## config.mk

```make
export PLATFORM = sky130hd
export DESIGN_NAME = keypad_calculator_engine_unit
export DESIGN_NICKNAME = d
export VERILOG_FILES = /design/src/hw/rtl/kce_pkg.sv /design/src/hw/rtl/kce_muldiv.sv /design/src/hw/rtl/kce_fmt.sv /design/src/hw/rtl/keypad_calculator_engine_unit.sv
export SDC_FILE = /design/constraint.sdc
export NUM_CORES = 2
export LEC_CHECK = 0
export BUFFER_PORTS_ARGS = -buffer_cell sky130_fd_sc_hd__buf_2
export CAP_MARGIN = 20
export CORE_MARGIN = 8
export CORE_UTILIZATION = 25
export DETAILED_ROUTE_END_ITERATION = 7
export GPL_ROUTABILITY_DRIVEN = 0
export GPL_TIMING_DRIVEN = 0
export MAX_ROUTING_LAYER = met4
export SYNTH_ARGS = -nofsm -noshare
export SYNTH_HDL_FRONTEND = slang
export SYNTH_SLANG_ARGS = --single-unit
```

## constraint.sdc

```tcl
create_clock -name aclk -period 10.7 [get_ports aclk]
set_input_delay 0.535 -clock aclk [delete_from_list [all_inputs] [get_ports aclk]]
set_output_delay 0.535 -clock aclk [all_outputs]
set_load 0.01 [all_outputs]
```

## src/hw/rtl/kce_pkg.sv

```systemverilog
// kce_pkg: shared constants, codes, payload and control structs for the
// keypad calculator engine. No dependencies.
`default_nettype none

package kce_pkg;

    localparam int FRAC_DIGITS   = 6;
    localparam int DISPLAY_CHARS = 16;
    localparam int BIN_W         = 50;   // every shown magnitude is below 1e15 < 2^50
    localparam int BCD_DIGITS    = 15;
    localparam int MUL_STEPS     = 64;
    localparam int DIV_STEPS     = 128;

    localparam logic [63:0] SCALE      = 64'd1000000;
    localparam logic [63:0] ROUND_HALF = 64'd500000;
    localparam logic [63:0] OVF_LIM    = 64'd1000000000000000;
    localparam logic [63:0] ENTRY_CAP  = 64'd1000000000000000000;
    localparam logic [63:0] IP_LIM     = 64'd1000000000000;

    localparam logic [3:0] DOT_CODE = 4'd10;

    // key codes
    localparam logic [3:0] KEY_DIGIT = 4'd0;
    localparam logic [3:0] KEY_DOT   = 4'd1;
    localparam logic [3:0] KEY_BACK  = 4'd2;
    localparam logic [3:0] KEY_NEG   = 4'd3;
    localparam logic [3:0] KEY_ADD   = 4'd4;
    localparam logic [3:0] KEY_SUB   = 4'd5;
    localparam logic [3:0] KEY_MUL   = 4'd6;
    localparam logic [3:0] KEY_DIV   = 4'd7;
    localparam logic [3:0] KEY_EQ    = 4'd8;
    localparam logic [3:0] KEY_CLR   = 4'd9;
    localparam logic [3:0] KEY_CE    = 4'd10;
    localparam logic [3:0] KEY_UP    = 4'd11;
    localparam logic [3:0] KEY_DOWN  = 4'd12;
    localparam logic [3:0] KEY_LEFT  = 4'd13;
    localparam logic [3:0] KEY_RIGHT = 4'd14;
    localparam logic [3:0] KEY_PRESS = 4'd15;

    // pending operator codes
    localparam logic [2:0] OP_NONE = 3'd0;
    localparam logic [2:0] OP_ADD  = 3'd1;
    localparam logic [2:0] OP_SUB  = 3'd2;
    localparam logic [2:0] OP_MUL  = 3'd3;
    localparam logic [2:0] OP_DIV  = 3'd4;

    // display status codes
    localparam logic [1:0] ST_NUMBER   = 2'd0;
    localparam logic [1:0] ST_OVERFLOW = 2'd1;
    localparam logic [1:0] ST_ERROR    = 2'd2;

    localparam logic [4:0] GRID_KEYS = 5'd20;
    localparam logic [4:0] GRID_COLS = 5'd4;
    localparam logic [4:0] HL_RESET  = 5'd4;

    typedef struct packed {
        logic [3:0] func;
        logic [3:0] digit_value;
    } kce_in_t;

    typedef struct packed {
        logic        disp_negative;
        logic [63:0] disp_chars;
        logic [4:0]  disp_len;
        logic [1:0]  disp_status;
        logic [4:0]  selected_button;
        logic [2:0]  pending_op;
    } kce_out_t;

    typedef struct packed {
        logic start;
        logic div_mode;
    } md_cmd_t;

    typedef struct packed {
        logic busy;
        logic done;
    } unit_stat_t;

    // grid button -> {key code, digit}
    function automatic logic [7:0] grid_action(input logic [4:0] idx);
        logic [7:0] a;
        case (idx)
            5'd0:    a = {KEY_CLR, 4'd0};
            5'd1:    a = {KEY_CE, 4'd0};
            5'd2:    a = {KEY_BACK, 4'd0};
            5'd3:    a = {KEY_DIV, 4'd0};
            5'd4:    a = {KEY_DIGIT, 4'd7};
            5'd5:    a = {KEY_DIGIT, 4'd8};
            5'd6:    a = {KEY_DIGIT, 4'd9};
            5'd7:    a = {KEY_MUL, 4'd0};
            5'd8:    a = {KEY_DIGIT, 4'd4};
            5'd9:    a = {KEY_DIGIT, 4'd5};
            5'd10:   a = {KEY_DIGIT, 4'd6};
            5'd11:   a = {KEY_SUB, 4'd0};
            5'd12:   a = {KEY_DIGIT, 4'd1};
            5'd13:   a = {KEY_DIGIT, 4'd2};
            5'd14:   a = {KEY_DIGIT, 4'd3};
            5'd15:   a = {KEY_ADD, 4'd0};
            5'd16:   a = {KEY_NEG, 4'd0};
            5'd17:   a = {KEY_DIGIT, 4'd0};
            5'd18:   a = {KEY_DOT, 4'd0};
            5'd19:   a = {KEY_EQ, 4'd0};
            default: a = {KEY_PRESS, 4'd0};
        endcase
        return a;
    endfunction

endpackage

`default_nettype wire

```

## src/hw/rtl/kce_muldiv.sv

```systemverilog
// kce_muldiv: shared iterative unit, shift-add multiply then restoring divide.
// Gives the rounded, clamped magnitude of a*b/1e6 or a*1e6/b. Uses kce_pkg.
`default_nettype none

module kce_muldiv
    import kce_pkg::*;
(
    input  wire logic        aclk,
    input  wire logic        aresetn,
    input  wire md_cmd_t     cmd,
    input  wire logic [63:0] op_a,
    input  wire logic [63:0] op_b,
    output unit_stat_t       stat,
    output logic [63:0]      result
);

    typedef enum logic [4:0] {
        MD_IDLE = 5'b00001,
        MD_MUL  = 5'b00010,
        MD_RND  = 5'b00100,
        MD_DIV  = 5'b01000,
        MD_FIN  = 5'b10000
    } md_state_t;

    md_state_t   state_reg, state_next;
    logic [6:0]  cnt_reg, cnt_next;
    logic [63:0] hi_reg, hi_next;
    logic [63:0] lo_reg, lo_next;
    logic [63:0] rem_reg, rem_next;
    logic [63:0] mcand_reg, mcand_next;
    logic [63:0] dvsr_reg, dvsr_next;
    logic        mode_reg, mode_next;
    logic [63:0] result_reg, result_next;
    logic        done_reg, done_next;

    logic [64:0]  mul_sum;
    logic [64:0]  div_trial;
    logic [64:0]  div_diff;
    logic         div_ge;
    logic [127:0] rnd_sum;
    logic         round_up;
    logic [63:0]  q_low;
    logic         q_big;

    assign mul_sum   = {1'b0, hi_reg} + (lo_reg[0] ? {1'b0, mcand_reg} : 65'd0);
    assign div_trial = {rem_reg, hi_reg[63]};
    assign div_diff  = div_trial - {1'b0, dvsr_reg};
    assign div_ge    = div_trial >= {1'b0, dvsr_reg};
    assign rnd_sum   = {hi_reg, lo_reg} + {64'd0, ROUND_HALF};
    // quotient round half up on the remainder, divide mode only
    assign round_up  = mode_reg && ({rem_reg, 1'b0} >= {1'b0, dvsr_reg});
    assign q_low     = lo_reg + {63'd0, round_up};
    assign q_big     = (|hi_reg) || (round_up && (&lo_reg)) || (q_low >= OVF_LIM);

    always_comb begin
        state_next  = state_reg;
        cnt_next    = cnt_reg;
        hi_next     = hi_reg;
        lo_next     = lo_reg;
        rem_next    = rem_reg;
        mcand_next  = mcand_reg;
        dvsr_next   = dvsr_reg;
        mode_next   = mode_reg;
        result_next = result_reg;
        done_next   = 1'b0;
        case (state_reg)
            MD_IDLE: begin
                if (cmd.start) begin
                    mode_next = cmd.div_mode;
                    hi_next   = '0;
                    cnt_next  = '0;
                    if (cmd.div_mode) begin
                        mcand_next = SCALE;
                        lo_next    = op_a;
                        dvsr_next  = op_b;
                    end else begin
                        mcand_next = op_a;
                        lo_next    = op_b;
                        dvsr_next  = SCALE;
                    end
                    state_next = MD_MUL;
                end
            end
            MD_MUL: begin
                hi_next  = mul_sum[64:1];
                lo_next  = {mul_sum[0], lo_reg[63:1]};
                cnt_next = cnt_reg + 7'd1;
                if (cnt_reg == 7'(MUL_STEPS - 1)) begin
                    state_next = MD_RND;
                end
            end
            MD_RND: begin
                if (!mode_reg) begin
                    {hi_next, lo_next} = rnd_sum;
                end
                rem_next   = '0;
                cnt_next   = '0;
                state_next = MD_DIV;
            end
            MD_DIV: begin
                rem_next = div_ge ? div_diff[63:0] : div_trial[63:0];
                hi_next  = {hi_reg[62:0], lo_reg[63]};
                lo_next  = {lo_reg[62:0], div_ge};
                cnt_next = cnt_reg + 7'd1;
                if (cnt_reg == 7'(DIV_STEPS - 1)) begin
                    state_next = MD_FIN;
                end
            end
            MD_FIN: begin
                result_next = q_big ? OVF_LIM : q_low;
                done_next   = 1'b1;
                state_next  = MD_IDLE;
            end
            default: begin
                state_next = MD_IDLE;
            end
        endcase
    end

    always_ff @(posedge aclk) begin
        if (!aresetn) begin
            state_reg  <= MD_IDLE;
            done_reg   <= 1'b0;
            cnt_reg    <= '0;
            mode_reg   <= 1'b0;
        end else begin
            state_reg  <= state_next;
            done_reg   <= done_next;
            cnt_reg    <= cnt_next;
            mode_reg   <= mode_next;
        end
        hi_reg     <= hi_next;
        lo_reg     <= lo_next;
        rem_reg    <= rem_next;
        mcand_reg  <= mcand_next;
        dvsr_reg   <= dvsr_next;
        result_reg <= result_next;
    end

    assign stat.busy = (state_reg != MD_IDLE);
    assign stat.done = done_reg;
    assign result    = result_reg;

endmodule

`default_nettype wire

```

## src/hw/rtl/kce_fmt.sv

```systemverilog
// kce_fmt: binary to BCD (one shift per cycle) and display formatting of a
// fixed-point magnitude: integer digits, dot, trimmed fraction. Uses kce_pkg.
`default_nettype none

module kce_fmt
    import kce_pkg::*;
(
    input  wire logic             aclk,
    input  wire logic             aresetn,
    input  wire logic             start,
    input  wire logic [BIN_W-1:0] mag,
    output unit_stat_t            stat,
    output logic [63:0]           chars,
    output logic [4:0]            len
);

    logic                    busy_reg, busy_next;
    logic                    done_reg, done_next;
    logic [5:0]              cnt_reg, cnt_next;
    logic [BIN_W-1:0]        bin_reg, bin_next;
    logic [4*BCD_DIGITS-1:0] bcd_reg, bcd_next;
    logic [4*BCD_DIGITS-1:0] bcd_adj;

    logic [3:0]  ni;
    logic [2:0]  nf;
    logic [35:0] rev_int;
    logic [27:0] frac_word;
    logic [63:0] int_chars;
    logic [63:0] frac_chars;

    // add-3 correction on every digit of five or more
    always_comb begin
        for (int k = 0; k < BCD_DIGITS; k++) begin
            bcd_adj[4*k +: 4] = (bcd_reg[4*k +: 4] >= 4'd5) ? bcd_reg[4*k +: 4] + 4'd3
                                                           : bcd_reg[4*k +: 4];
        end
    end

    always_comb begin
        busy_next = busy_reg;
        done_next = 1'b0;
        cnt_next  = cnt_reg;
        bin_next  = bin_reg;
        bcd_next  = bcd_reg;
        if (!busy_reg) begin
            if (start) begin
                busy_next = 1'b1;
                cnt_next  = '0;
                bin_next  = mag;
                bcd_next  = '0;
            end
        end else begin
            bcd_next = {bcd_adj[4*BCD_DIGITS-2:0], bin_reg[BIN_W-1]};
            bin_next = {bin_reg[BIN_W-2:0], 1'b0};
            cnt_next = cnt_reg + 6'd1;
            if (cnt_reg == 6'(BIN_W - 1)) begin
                busy_next = 1'b0;
                done_next = 1'b1;
            end
        end
    end

    always_ff @(posedge aclk) begin
        if (!aresetn) begin
            busy_reg <= 1'b0;
            done_reg <= 1'b0;
            cnt_reg  <= '0;
        end else begin
            busy_reg <= busy_next;
            done_reg <= done_next;
            cnt_reg  <= cnt_next;
        end
        bin_reg <= bin_next;
        bcd_reg <= bcd_next;
    end

    // digits 14..6 are the integer part, 5..0 the fraction
    always_comb begin
        ni = 4'd1;
        for (int k = FRAC_DIGITS; k < BCD_DIGITS; k++) begin
            if (bcd_reg[4*k +: 4] != 4'd0) begin
                ni = 4'(k - FRAC_DIGITS + 1);
            end
        end
        nf = 3'd0;
        for (int j = 0; j < FRAC_DIGITS; j++) begin
            if (bcd_reg[4*(FRAC_DIGITS-1-j) +: 4] != 4'd0) begin
                nf = 3'(j + 1);
            end
        end
        for (int i = 0; i < BCD_DIGITS - FRAC_DIGITS; i++) begin
            rev_int[4*i +: 4] = bcd_reg[4*(BCD_DIGITS-1-i) +: 4];
        end
        frac_word[3:0] = DOT_CODE;
        for (int j = 0; j < FRAC_DIGITS; j++) begin
            frac_word[4*(j+1) +: 4] = bcd_reg[4*(FRAC_DIGITS-1-j) +: 4];
        end
    end

    assign int_chars  = {28'd0, rev_int} >> {(4'd9 - ni), 2'b00};
    assign frac_chars = (nf != 3'd0) ? ({36'd0, frac_word} << {ni, 2'b00}) : 64'd0;

    assign chars     = int_chars | frac_chars;
    assign len       = 5'(ni) + ((nf != 3'd0) ? 5'(nf) + 5'd1 : 5'd0);
    assign stat.busy = busy_reg;
    assign stat.done = done_reg;

endmodule

`default_nettype wire

```

## src/hw/rtl/keypad_calculator_engine_unit.sv

```systemverilog
// keypad_calculator_engine_unit: top level, key decode, entry parse and
// sequencer around kce_muldiv and kce_fmt. Uses kce_pkg.
//
//   port group      dir  width  use
//   s_valid/s_ready in   8      key transfer (kce_in_t)
//   m_valid/m_ready out  80     display transfer (kce_out_t)
//   cfg_wr_en/data  in   1+4    entry_char_limit write
//
// Editing, clear and grid keys go from idle straight to the done state. Operator
// and equals keys parse the entry one character a cycle and pad the fraction,
// then, with an operation pending, add/sub directly or multiply/divide on the
// shared shift-add/subtract unit, then convert binary to BCD unless it overflows.
// s_ready is high only when the sequencer is idle; a finished display waits
// in the output register while the next key is taken. Reset is synchronous.
`default_nettype none

module keypad_calculator_engine_unit
    import kce_pkg::*;
(
    input  wire logic       aclk,
    input  wire logic       aresetn,
    input  wire logic       s_valid,
    output logic            s_ready,
    input  wire kce_in_t    s_data,
    output logic            m_valid,
    input  wire logic       m_ready,
    output kce_out_t        m_data,
    input  wire logic       cfg_wr_en,
    input  wire logic [3:0] cfg_wr_data
);

    typedef enum logic [7:0] {
        S_IDLE   = 8'b00000001,
        S_PARSE  = 8'b00000010,
        S_SCALE  = 8'b00000100,
        S_EXEC   = 8'b00001000,
        S_MULDIV = 8'b00010000,
        S_POST   = 8'b00100000,
        S_FMT    = 8'b01000000,
        S_DONE   = 8'b10000000
    } seq_state_t;

    seq_state_t  state_reg, state_next;
    logic [63:0] store_reg, store_next;
    logic [4:0]  len_reg, len_next;
    logic        sign_reg, sign_next;
    logic [63:0] acc_reg, acc_next;
    logic [2:0]  pend_reg, pend_next;
    logic        fresh_reg, fresh_next;
    logic        err_reg, err_next;
    logic        ovf_reg, ovf_next;
    logic [4:0]  hl_reg, hl_next;
    logic [3:0]  limit_reg, limit_next;
    logic [2:0]  key_op_reg, key_op_next;
    logic        is_eq_reg, is_eq_next;
    logic [4:0]  pidx_reg, pidx_next;
    logic [63:0] pv_reg, pv_next;
    logic [2:0]  pnf_reg, pnf_next;
    logic        pdot_reg, pdot_next;
    logic        psat_reg, psat_next;
    logic        pup_reg, pup_next;
    logic        pstop_reg, pstop_next;
    logic [63:0] cur_reg, cur_next;
    logic        neg_reg, neg_next;
    kce_out_t    out_reg, out_next;
    logic        m_valid_reg, m_valid_next;

    logic [7:0]  act;
    logic [3:0]  eff_func;
    logic [3:0]  eff_d;
    logic [3:0]  cur_char;
    logic        has_dot;
    logic        room;
    logic [63:0] pv_x10;
    logic [63:0] pv_up;
    logic [63:0] entry_mag;
    logic [63:0] acc_mag;
    logic [63:0] cur_mag;
    logic [63:0] len_mask;

    md_cmd_t     md_cmd;
    unit_stat_t  md_stat;
    logic [63:0] md_result;
    logic        fmt_start;
    unit_stat_t  fmt_stat;
    logic [63:0] fmt_chars;
    logic [4:0]  fmt_len;

    kce_muldiv u_muldiv (
        .aclk    (aclk),
        .aresetn (aresetn),
        .cmd     (md_cmd),
        .op_a    (acc_mag),
        .op_b    (cur_mag),
        .stat    (md_stat),
        .result  (md_result)
    );

    kce_fmt u_fmt (
        .aclk    (aclk),
        .aresetn (aresetn),
        .start   (fmt_start),
        .mag     (acc_mag[BIN_W-1:0]),
        .stat    (fmt_stat),
        .chars   (fmt_chars),
        .len     (fmt_len)
    );

    assign act      = grid_action(hl_reg);
    assign eff_func = (s_data.func == KEY_PRESS) ? act[7:4] : s_data.func;
    assign eff_d    = (s_data.func == KEY_PRESS) ? act[3:0] : s_data.digit_value;
    assign cur_char = store_reg[{pidx_reg[3:0], 2'b00} +: 4];
    assign room     = ((6'(len_reg) + 6'(sign_reg)) < 6'(limit_reg))
                      && (len_reg < 5'(DISPLAY_CHARS));
    assign pv_x10   = (pv_reg << 3) + (pv_reg << 1);
    assign pv_up    = pv_reg + {63'd0, pup_reg};
    assign entry_mag = (psat_reg || pv_up > ENTRY_CAP) ? ENTRY_CAP : pv_up;
    assign acc_mag  = acc_reg[63] ? (64'd0 - acc_reg) : acc_reg;
    assign cur_mag  = cur_reg[63] ? (64'd0 - cur_reg) : cur_reg;

    always_comb begin
        has_dot = 1'b0;
        for (int i = 0; i < DISPLAY_CHARS; i++) begin
            len_mask[4*i +: 4] = (5'(i) < len_reg) ? 4'hF : 4'h0;
            if ((5'(i) < len_reg) && (store_reg[4*i +: 4] == DOT_CODE)) begin
                has_dot = 1'b1;
            end
        end
    end

    always_comb begin
        state_next   = state_reg;
        store_next   = store_reg;
        len_next     = len_reg;
        sign_next    = sign_reg;
        acc_next     = acc_reg;
        pend_next    = pend_reg;
        fresh_next   = fresh_reg;
        err_next     = err_reg;
        ovf_next     = ovf_reg;
        hl_next      = hl_reg;
        limit_next   = cfg_wr_en ? cfg_wr_data : limit_reg;
        key_op_next  = key_op_reg;
        is_eq_next   = is_eq_reg;
        pidx_next    = pidx_reg;
        pv_next      = pv_reg;
        pnf_next     = pnf_reg;
        pdot_next    = pdot_reg;
        psat_next    = psat_reg;
        pup_next     = pup_reg;
        pstop_next   = pstop_reg;
        cur_next     = cur_reg;
        neg_next     = neg_reg;
        out_next     = out_reg;
        m_valid_next = m_valid_reg && !m_ready;
        md_cmd       = '0;
        fmt_start    = 1'b0;

        case (state_reg)
            S_IDLE: begin
                if (s_valid) begin
                    state_next = S_DONE;
                    pidx_next  = '0;
                    pv_next    = '0;
                    pnf_next   = '0;
                    pdot_next  = 1'b0;
                    psat_next  = 1'b0;
                    pup_next   = 1'b0;
                    pstop_next = 1'b0;
                    case (eff_func)
                        KEY_DIGIT: begin
                            if (eff_d <= 4'd9) begin
                                if (err_reg) begin
                                    acc_next  = '0;
                                    pend_next = OP_NONE;
                                    err_next  = 1'b0;
                                end
                                if (err_reg || fresh_reg) begin
                                    store_next = {60'd0, eff_d};
                                    len_next   = 5'd1;
                                    sign_next  = 1'b0;
                                    ovf_next   = 1'b0;
                                    fresh_next = 1'b0;
                                end else if (!sign_reg && len_reg == 5'd1
                                             && store_reg[3:0] == 4'd0) begin
                                    store_next[3:0] = eff_d;
                                end else if (room) begin
                                    store_next[{len_reg[3:0], 2'b00} +: 4] = eff_d;
                                    len_next = len_reg + 5'd1;
                                end
                            end
                        end
                        KEY_DOT: begin
                            if (err_reg) begin
                                acc_next  = '0;
                                pend_next = OP_NONE;
                                err_next  = 1'b0;
                            end
                            if (err_reg || fresh_reg) begin
                                store_next = {56'd0, DOT_CODE, 4'd0};
                                len_next   = 5'd2;
                                sign_next  = 1'b0;
                                ovf_next   = 1'b0;
                                fresh_next = 1'b0;
                            end else if (!has_dot && room) begin
                                store_next[{len_reg[3:0], 2'b00} +: 4] = DOT_CODE;
                                len_next = len_reg + 5'd1;
                            end
                        end
                        KEY_BACK: begin
                            if (err_reg) begin
                                store_next = '0;
                                len_next   = 5'd1;
                                sign_next  = 1'b0;
                                ovf_next   = 1'b0;
                                acc_next   = '0;
                                pend_next  = OP_NONE;
                                fresh_next = 1'b1;
                                err_next   = 1'b0;
                            end else if (ovf_reg || len_reg <= 5'd1) begin
                                store_next = '0;
                                len_next   = 5'd1;
                                sign_next  = 1'b0;
                                ovf_next   = 1'b0;
                                fresh_next = 1'b1;
                            end else begin
                                len_next = len_reg - 5'd1;
                            end
                        end
                        KEY_NEG: begin
                            if (!err_reg && !ovf_reg) begin
                                if (sign_reg) begin
                                    sign_next = 1'b0;
                                end else if (!(len_reg == 5'd1 && store_reg[3:0] == 4'd0)) begin
                                    sign_next = 1'b1;
                                end
                            end
                        end
                        KEY_ADD, KEY_SUB, KEY_MUL, KEY_DIV: begin
                            if (!err_reg) begin
                                key_op_next = 3'(eff_func - KEY_NEG);
                                is_eq_next  = 1'b0;
                                state_next  = S_PARSE;
                            end
                        end
                        KEY_EQ: begin
                            if (!err_reg && pend_reg != OP_NONE) begin
                                key_op_next = OP_NONE;
                                is_eq_next  = 1'b1;
                                state_next  = S_PARSE;
                            end
                        end
                        KEY_CLR: begin
                            store_next = '0;
                            len_next   = 5'd1;
                            sign_next  = 1'b0;
                            ovf_next   = 1'b0;
                            acc_next   = '0;
                            pend_next  = OP_NONE;
                            fresh_next = 1'b1;
                            err_next   = 1'b0;
                        end
                        KEY_CE: begin
                            store_next = '0;
                            len_next   = 5'd1;
                            sign_next  = 1'b0;
                            ovf_next   = 1'b0;
                            fresh_next = 1'b1;
                            if (err_reg) begin
                                acc_next  = '0;
                                pend_next = OP_NONE;
                                err_next  = 1'b0;
                            end
                        end
                        KEY_UP: begin
                            if (hl_reg >= GRID_COLS) begin
                                hl_next = hl_reg - GRID_COLS;
                            end
                        end
                        KEY_DOWN: begin
                            if (hl_reg < GRID_KEYS - GRID_COLS) begin
                                hl_next = hl_reg + GRID_COLS;
                            end
                        end
                        KEY_LEFT: begin
                            if (hl_reg[1:0] != 2'd0) begin
                                hl_next = hl_reg - 5'd1;
                            end
                        end
                        KEY_RIGHT: begin
                            if (hl_reg[1:0] != 2'd3) begin
                                hl_next = hl_reg + 5'd1;
                            end
                        end
                        default: begin
                        end
                    endcase
                end
            end

            S_PARSE: begin
                if (pidx_reg == len_reg || pstop_reg) begin
                    state_next = S_SCALE;
                end else begin
                    pidx_next = pidx_reg + 5'd1;
                    if (cur_char == DOT_CODE) begin
                        pdot_next = 1'b1;
                    end else if (cur_char > 4'd9) begin
                        pstop_next = 1'b1;
                    end else if (!pdot_reg) begin
                        if (pv_reg >= IP_LIM) begin
                            psat_next = 1'b1;
                        end else begin
                            pv_next = pv_x10 + {60'd0, cur_char};
                        end
                    end else if (pnf_reg < 3'(FRAC_DIGITS)) begin
                        pv_next  = pv_x10 + {60'd0, cur_char};
                        pnf_next = pnf_reg + 3'd1;
                    end else if (pnf_reg == 3'(FRAC_DIGITS)) begin
                        pup_next = (cur_char >= 4'd5);
                        pnf_next = pnf_reg + 3'd1;
                    end
                end
            end

            S_SCALE: begin
                // pad the fraction out to full scale
                if (pnf_reg < 3'(FRAC_DIGITS)) begin
                    pv_next  = pv_x10;
                    pnf_next = pnf_reg + 3'd1;
                end else begin
                    cur_next   = ovf_reg ? 64'd0
                               : (sign_reg ? (64'd0 - entry_mag) : entry_mag);
                    state_next = S_EXEC;
                end
            end

            S_EXEC: begin
                if (!is_eq_reg && !(pend_reg != OP_NONE && !fresh_reg)) begin
                    acc_next   = cur_reg;
                    pend_next  = key_op_reg;
                    fresh_next = 1'b1;
                    state_next = S_DONE;
                end else begin
                    pend_next  = is_eq_reg ? OP_NONE : key_op_reg;
                    fresh_next = 1'b1;
                    case (pend_reg)
                        OP_ADD: begin
                            acc_next   = acc_reg + cur_reg;
                            state_next = S_POST;
                        end
                        OP_SUB: begin
                            acc_next   = acc_reg - cur_reg;
                            state_next = S_POST;
                        end
                        OP_MUL, OP_DIV: begin
                            if (pend_reg == OP_DIV && cur_reg == 64'd0) begin
                                // divide by zero: latch Error, keep operator on a chain
                                err_next   = 1'b1;
                                acc_next   = '0;
                                store_next = '0;
                                len_next   = 5'd1;
                                sign_next  = 1'b0;
                                ovf_next   = 1'b0;
                                pend_next  = is_eq_reg ? OP_NONE : pend_reg;
                                fresh_next = fresh_reg;
                                state_next = S_DONE;
                            end else begin
                                md_cmd.start    = 1'b1;
                                md_cmd.div_mode = (pend_reg == OP_DIV);
                                neg_next        = acc_reg[63] ^ cur_reg[63];
                                state_next      = S_MULDIV;
                            end
                        end
                        default: begin
                            acc_next   = cur_reg;
                            state_next = S_POST;
                        end
                    endcase
                end
            end

            S_MULDIV: begin
                if (md_stat.done) begin
                    acc_next   = neg_reg ? (64'd0 - md_result) : md_result;
                    state_next = S_POST;
                end
            end

            S_POST: begin
                if (acc_mag >= OVF_LIM) begin
                    store_next = '0;
                    len_next   = 5'd1;
                    sign_next  = 1'b0;
                    ovf_next   = 1'b1;
                    acc_next   = '0;
                    state_next = S_DONE;
                end else begin
                    fmt_start  = 1'b1;
                    state_next = S_FMT;
                end
            end

            S_FMT: begin
                if (fmt_stat.done) begin
                    store_next = fmt_chars;
                    len_next   = fmt_len;
                    sign_next  = acc_reg[63];
                    ovf_next   = 1'b0;
                    state_next = S_DONE;
                end
            end

            S_DONE: begin
                if (!m_valid_reg || m_ready) begin
                    out_next.disp_negative   = sign_reg;
                    out_next.disp_chars      = store_reg & len_mask;
                    out_next.disp_len        = len_reg;
                    out_next.disp_status     = err_reg ? ST_ERROR
                                             : (ovf_reg ? ST_OVERFLOW : ST_NUMBER);
                    out_next.selected_button = hl_reg;
                    out_next.pending_op      = pend_reg;
                    m_valid_next             = 1'b1;
                    state_next               = S_IDLE;
                end
            end

            default: begin
                state_next = S_IDLE;
            end
        endcase
    end

    always_ff @(posedge aclk) begin
        if (!aresetn) begin
            state_reg   <= S_IDLE;
            store_reg   <= '0;
            len_reg     <= 5'd1;
            sign_reg    <= 1'b0;
            acc_reg     <= '0;
            pend_reg    <= OP_NONE;
            fresh_reg   <= 1'b1;
            err_reg     <= 1'b0;
            ovf_reg     <= 1'b0;
            hl_reg      <= HL_RESET;
            limit_reg   <= 4'd14;
            m_valid_reg <= 1'b0;
        end else begin
            state_reg   <= state_next;
            store_reg   <= store_next;
            len_reg     <= len_next;
            sign_reg    <= sign_next;
            acc_reg     <= acc_next;
            pend_reg    <= pend_next;
            fresh_reg   <= fresh_next;
            err_reg     <= err_next;
            ovf_reg     <= ovf_next;
            hl_reg      <= hl_next;
            limit_reg   <= limit_next;
            m_valid_reg <= m_valid_next;
        end
        key_op_reg <= key_op_next;
        is_eq_reg  <= is_eq_next;
        pidx_reg   <= pidx_next;
        pv_reg     <= pv_next;
        pnf_reg    <= pnf_next;
        pdot_reg   <= pdot_next;
        psat_reg   <= psat_next;
        pup_reg    <= pup_next;
        pstop_reg  <= pstop_next;
        cur_reg    <= cur_next;
        neg_reg    <= neg_next;
        out_reg    <= out_next;
    end

    assign s_ready = (state_reg == S_IDLE);
    assign m_valid = m_valid_reg;
    assign m_data  = out_reg;

    a_md_owned: assert property (@(posedge aclk) disable iff (!aresetn)
        md_stat.busy |-> state_reg == S_MULDIV)
        else $error("multiply/divide unit busy outside its sequencer state");

    a_fmt_owned: assert property (@(posedge aclk) disable iff (!aresetn)
        fmt_stat.busy |-> state_reg == S_FMT)
        else $error("format unit busy outside its sequencer state");

    a_one_key: assert property (@(posedge aclk) disable iff (!aresetn)
        (s_valid && s_ready) |=> !s_ready)
        else $error("key transfer taken while previous key still in work");

    a_out_sane: assert property (@(posedge aclk) disable iff (!aresetn)
        m_valid |-> (m_data.disp_len != 5'd0 && m_data.disp_len <= 5'(DISPLAY_CHARS)
                     && m_data.disp_status <= ST_ERROR))
        else $error("display result out of range");

endmodule

`default_nettype wire

```

==> results.cfg <==
[synthesis]
yosys_warnings = 0
synth_enable_flop_cells = 718
async_flop_share_pct = 0
synthAdderAreaFrac_pct = 5.87
synth_mux_area_share_pct = 2.37
syn_area_sq_um = 74500
synthSimpleGateAreaFrac_pct = 22.8
syn_area_per_cell_sq_um = 8.36
synth_compound_area_share_pct = 20.9
synth.distinct_cells = 99
synth-xor-area-share_pct = 9.77
synthCells = 8904
ys.flop_type = edfxtp_1
synth_seq_cells = 907
synth_top_family_by_area = simple AND/OR/NAND/NOR gates
ys_seq_area_share_pct = 34.0

[power]
p_clk_share_pct = 25.4
leakage_nw = 31.2
combPwrFrac_pct = 43.1
p_int_w = 0.00868
p_switching_w = 0.00646
seq_power_share_pct = 31.4
peakVddDrop_mv = 0.175
switching_share_pct = 42.7
power_density_nw_per_um2 = 180

[die]
start_util_pct = 25.1
fp.dieArea_sq_um = 316000
core_sq_um = 297000
rows = 200
ioPinCount = 99
die_x_um = 562
die_y_um = 562

[global_routing]
grt_max_degree = 65
grt_pass1_vias = 67000
globalRouteTotalUtil_pct = 18.1
grt.overflow.total = 0
antenna_found_initial = 7
grt_pass1_wl_um = 432000

[worst_setup_path]
endpoint = cur_reg[56]$_SDFFCE_PP0P_
reg2regPathDepth = 27
start_kind = flop
arrival_ps = 10030
path_max_fanout = 10
r2r_end = cur_reg[56]$_SDFFCE_PP0P_
critPathMostFrequentCell = nor4_1
crit_path_start = pv_reg[3]$_DFFE_PP_
worst-path-stages = 27
critPathTopFamily = simple AND/OR/NAND/NOR gates
worstSetupEndpointType = flop
r2r_setup_slack_ps = 1160
cp.required_ps = 11190
rr_startpoint = pv_reg[3]$_DFFE_PP_
path_buf_inv = 6
cp_slowest_cell = nor4_1
critical-path-max-stage-delay_ps = 790
crit_type = flop to flop

[clock_tree]
cts_buffers = 108
h-tree-depth = 3
clock_path_buffers = 3
clock_latency_ps = 800
postCtsSetupBuffers = 0
path_clk_slew_ps = 70
cts-root-buf = clkbuf_16
post_cts_resized = 0
cts_tree = done
clock-sinks = 907

[layout]
drive_gt1_share_pct = 4.96
area_growth_syn_to_layout_pct = 13.2
most-common-layout-cells = nand2_1, nor2_1, edfxtp_1
n_fill_cell = 31800
final_common_cell = nand2_1
largest_register_ffs = 80
nets = 9530
top_register = m_data
final_area_sq_um = 84300

[sta]
fin_setup_tns_ps = 0
rsz0062_at_grt = no
setup-violations-final = 0
fin_crit_sh_pct = 89.2
skew_ps = 67.6
fmax_ghz = 0.105
period_needed_ps = 9540
slew_viol_final = 0
tightest_slew_ps = 1380
finalHoldViolations = 0
relSlewSlack_pct = 7.99

[route]
viasPerCell = 5.50
drtIter0Drc = 9974
drcViolationCount = 5
wl_per_cell_um = 22.3
firstDrtPassIters = 8
ant_nets = 0
wirelength_um = 294000
vias = 72700

[placed_design]
post-dp-hpwl_um = 231000
io_buffer_count = 96
place_area_sq_um = 80600

[status]
outcome = complete, but fails checks
failed_checks = design-rule violations

[flow_run]
drv_cap = 0

[worst_hold_path]
min_path_type = input pin to flop
hold_start = cfg_wr_en
==> metrics by stage <==
step                      util (%)  power [W]  hold WS, ps  cells  worst slack (ps)
after floorplan                  -    0.00937          406   8918              1160
after global placement        27.0     0.0111          457  13000             -4810
after detailed placement      27.2     0.0112          460  13000              1490
after CTS                     28.4     0.0150          112  13200              1430
after global routing          28.4     0.0160          171  13200               611
final                         28.4     0.0151          161  13200              1160
==> Yosys cell counts, drive strengths merged, types with 19 or more instances <==
| library cell | number | share of area [%] |
|---|---|---|
| nor2 | 933 | 4.7 |
| mux4 | 24 | 0.73 |
| nand4b | 19 | 0.22 |
| o221ai | 57 | 0.67 |
| a21o | 194 | 2.0 |
| inv | 260 | 1.3 |
| and2 | 180 | 1.5 |
| a21oi | 495 | 3.3 |
| a221oi | 28 | 0.33 |
| and4 | 29 | 0.34 |
| nand3 | 338 | 2.3 |
| a21boi | 34 | 0.34 |
| clkbuf | 504 | 2.5 |
| dfxtp | 189 | 5.1 |
| o21bai | 43 | 0.43 |
| o22ai | 93 | 0.78 |
| buf | 56 | 0.32 |
| o211a | 39 | 0.52 |
| nor3b | 46 | 0.46 |
| a222oi | 86 | 1.2 |
| a22oi | 97 | 0.98 |
| mux2i | 109 | 1.5 |
| o41ai | 43 | 0.53 |
| or2 | 36 | 0.30 |
| nand2b | 89 | 0.75 |
| nand3b | 32 | 0.32 |
| a211oi | 112 | 1.1 |
| o21ai | 516 | 3.5 |
| or4 | 57 | 0.59 |
| o211ai | 50 | 0.50 |
| ha | 338 | 5.7 |
| edfxtp | 718 | 29 |
| xnor2 | 388 | 4.6 |
| nor2b | 94 | 0.79 |
| o21a | 48 | 0.48 |
| nand2 | 979 | 4.9 |
| nand4 | 139 | 1.2 |
| a2111oi | 27 | 0.32 |
| xor2 | 443 | 5.2 |
| nor4 | 110 | 0.96 |
| o31ai | 142 | 1.5 |
| or3 | 89 | 0.76 |
| nor3 | 216 | 1.5 |
| and3 | 92 | 0.77 |
| a31oi | 73 | 0.61 |
==> worst register-to-register path, stage by stage, from the launching register on <==
cell       delay, ps
edfxtp_1         480
clkbuf_1         350
nand4_1          330
nor4_2           480
clkbuf_1         520
nand4_1          470
nor4_1           570
o2bb2ai_1        180
nor4_1           350
nand4_1          240
a311oi_1         480
o31ai_1          220
buf_2            270
buf_2            240
buf_1            270
nand2_1          130
ha_1             140
clkbuf_1         360
o21ai_0          320
nor4_1           790
nand2_1          250
nor3_1           320
nand2_1          130
nor4_1           540
nand3_1          250
o21ai_0          310
xor2_1           200
nor2_1            60
==> layout make-up <==
type / count / area, sq um / share of cell area, %
clock inverter: 62 / 651 / 0.772
tap: 3939 / 4930 / 5.84
antenna: 10 / 25.0 / 0.0297
sequential: 907 / 25300 / 30.1
inverter: 264 / 991 / 1.18
multi-input combinational: 7187 / 46100 / 54.7
buffer: 560 / 2140 / 2.53
clock buffer: 143 / 2960 / 3.51
timing repair buffer: 140 / 1140 / 1.35
==> metal layers <==
layer	track usage [%]	vias up	part of all wire, %
met5	-	-	0
met4	8.65	0	5.9
met3	3.59	825	11
met2	26.6	4158	42
li1	-	33500	-
met1	23.7	34300	41
==> power by group through the flow <==
stage | Clock [W] | Combinational [W] | Sequential, W
6_report | 0.00385 | 0.00653 | 0.00476
5_1_grt | 0.00400 | 0.00717 | 0.00478
4_1_cts | 0.00389 | 0.00638 | 0.00472
3_5_place_dp | 0 | 0.00636 | 0.00480
3_3_place_gp | 0 | 0.00626 | 0.00486
2_1_floorplan | 0 | 0.00476 | 0.00461
==> what timing repair did <==
| action | in CTS | in global routing |
|---|---|---|
| hold buffers | 4 | 0 |
| setup endpoints to repair | 0 | 0 |
| hold endpoints to repair | 4 | 0 |
==> logic make-up (layout without fill, tap and decap cells) <==
logic type,Yosys count,after routing
buffers and inverters,824,1169
muxes,145,145
other,1,25
DFF,907,907
and+or+nand+nor,3518,3518
xor gates and xnor gates,831,831
AOI/OAI and AO/OA,2333,2333
adders and majority gates,345,345
==> how the worst min path moves through the flow <==
stage,end,cells after the start
3_5_place_dp,u_fmt.cnt_reg[5]$_SDFFE_PN0P_,1
6_report,limit_reg[2]$_SDFFE_PN1P_,3
3_3_place_gp,u_fmt.cnt_reg[5]$_SDFFE_PN0P_,1
4_1_cts,limit_reg[2]$_SDFFE_PN1P_,3
2_1_floorplan,m_data[0]$_DFFE_PP_,0
5_1_grt,limit_reg[2]$_SDFFE_PN1P_,3
No activity file was read; power rests on OpenSTA's default activity.
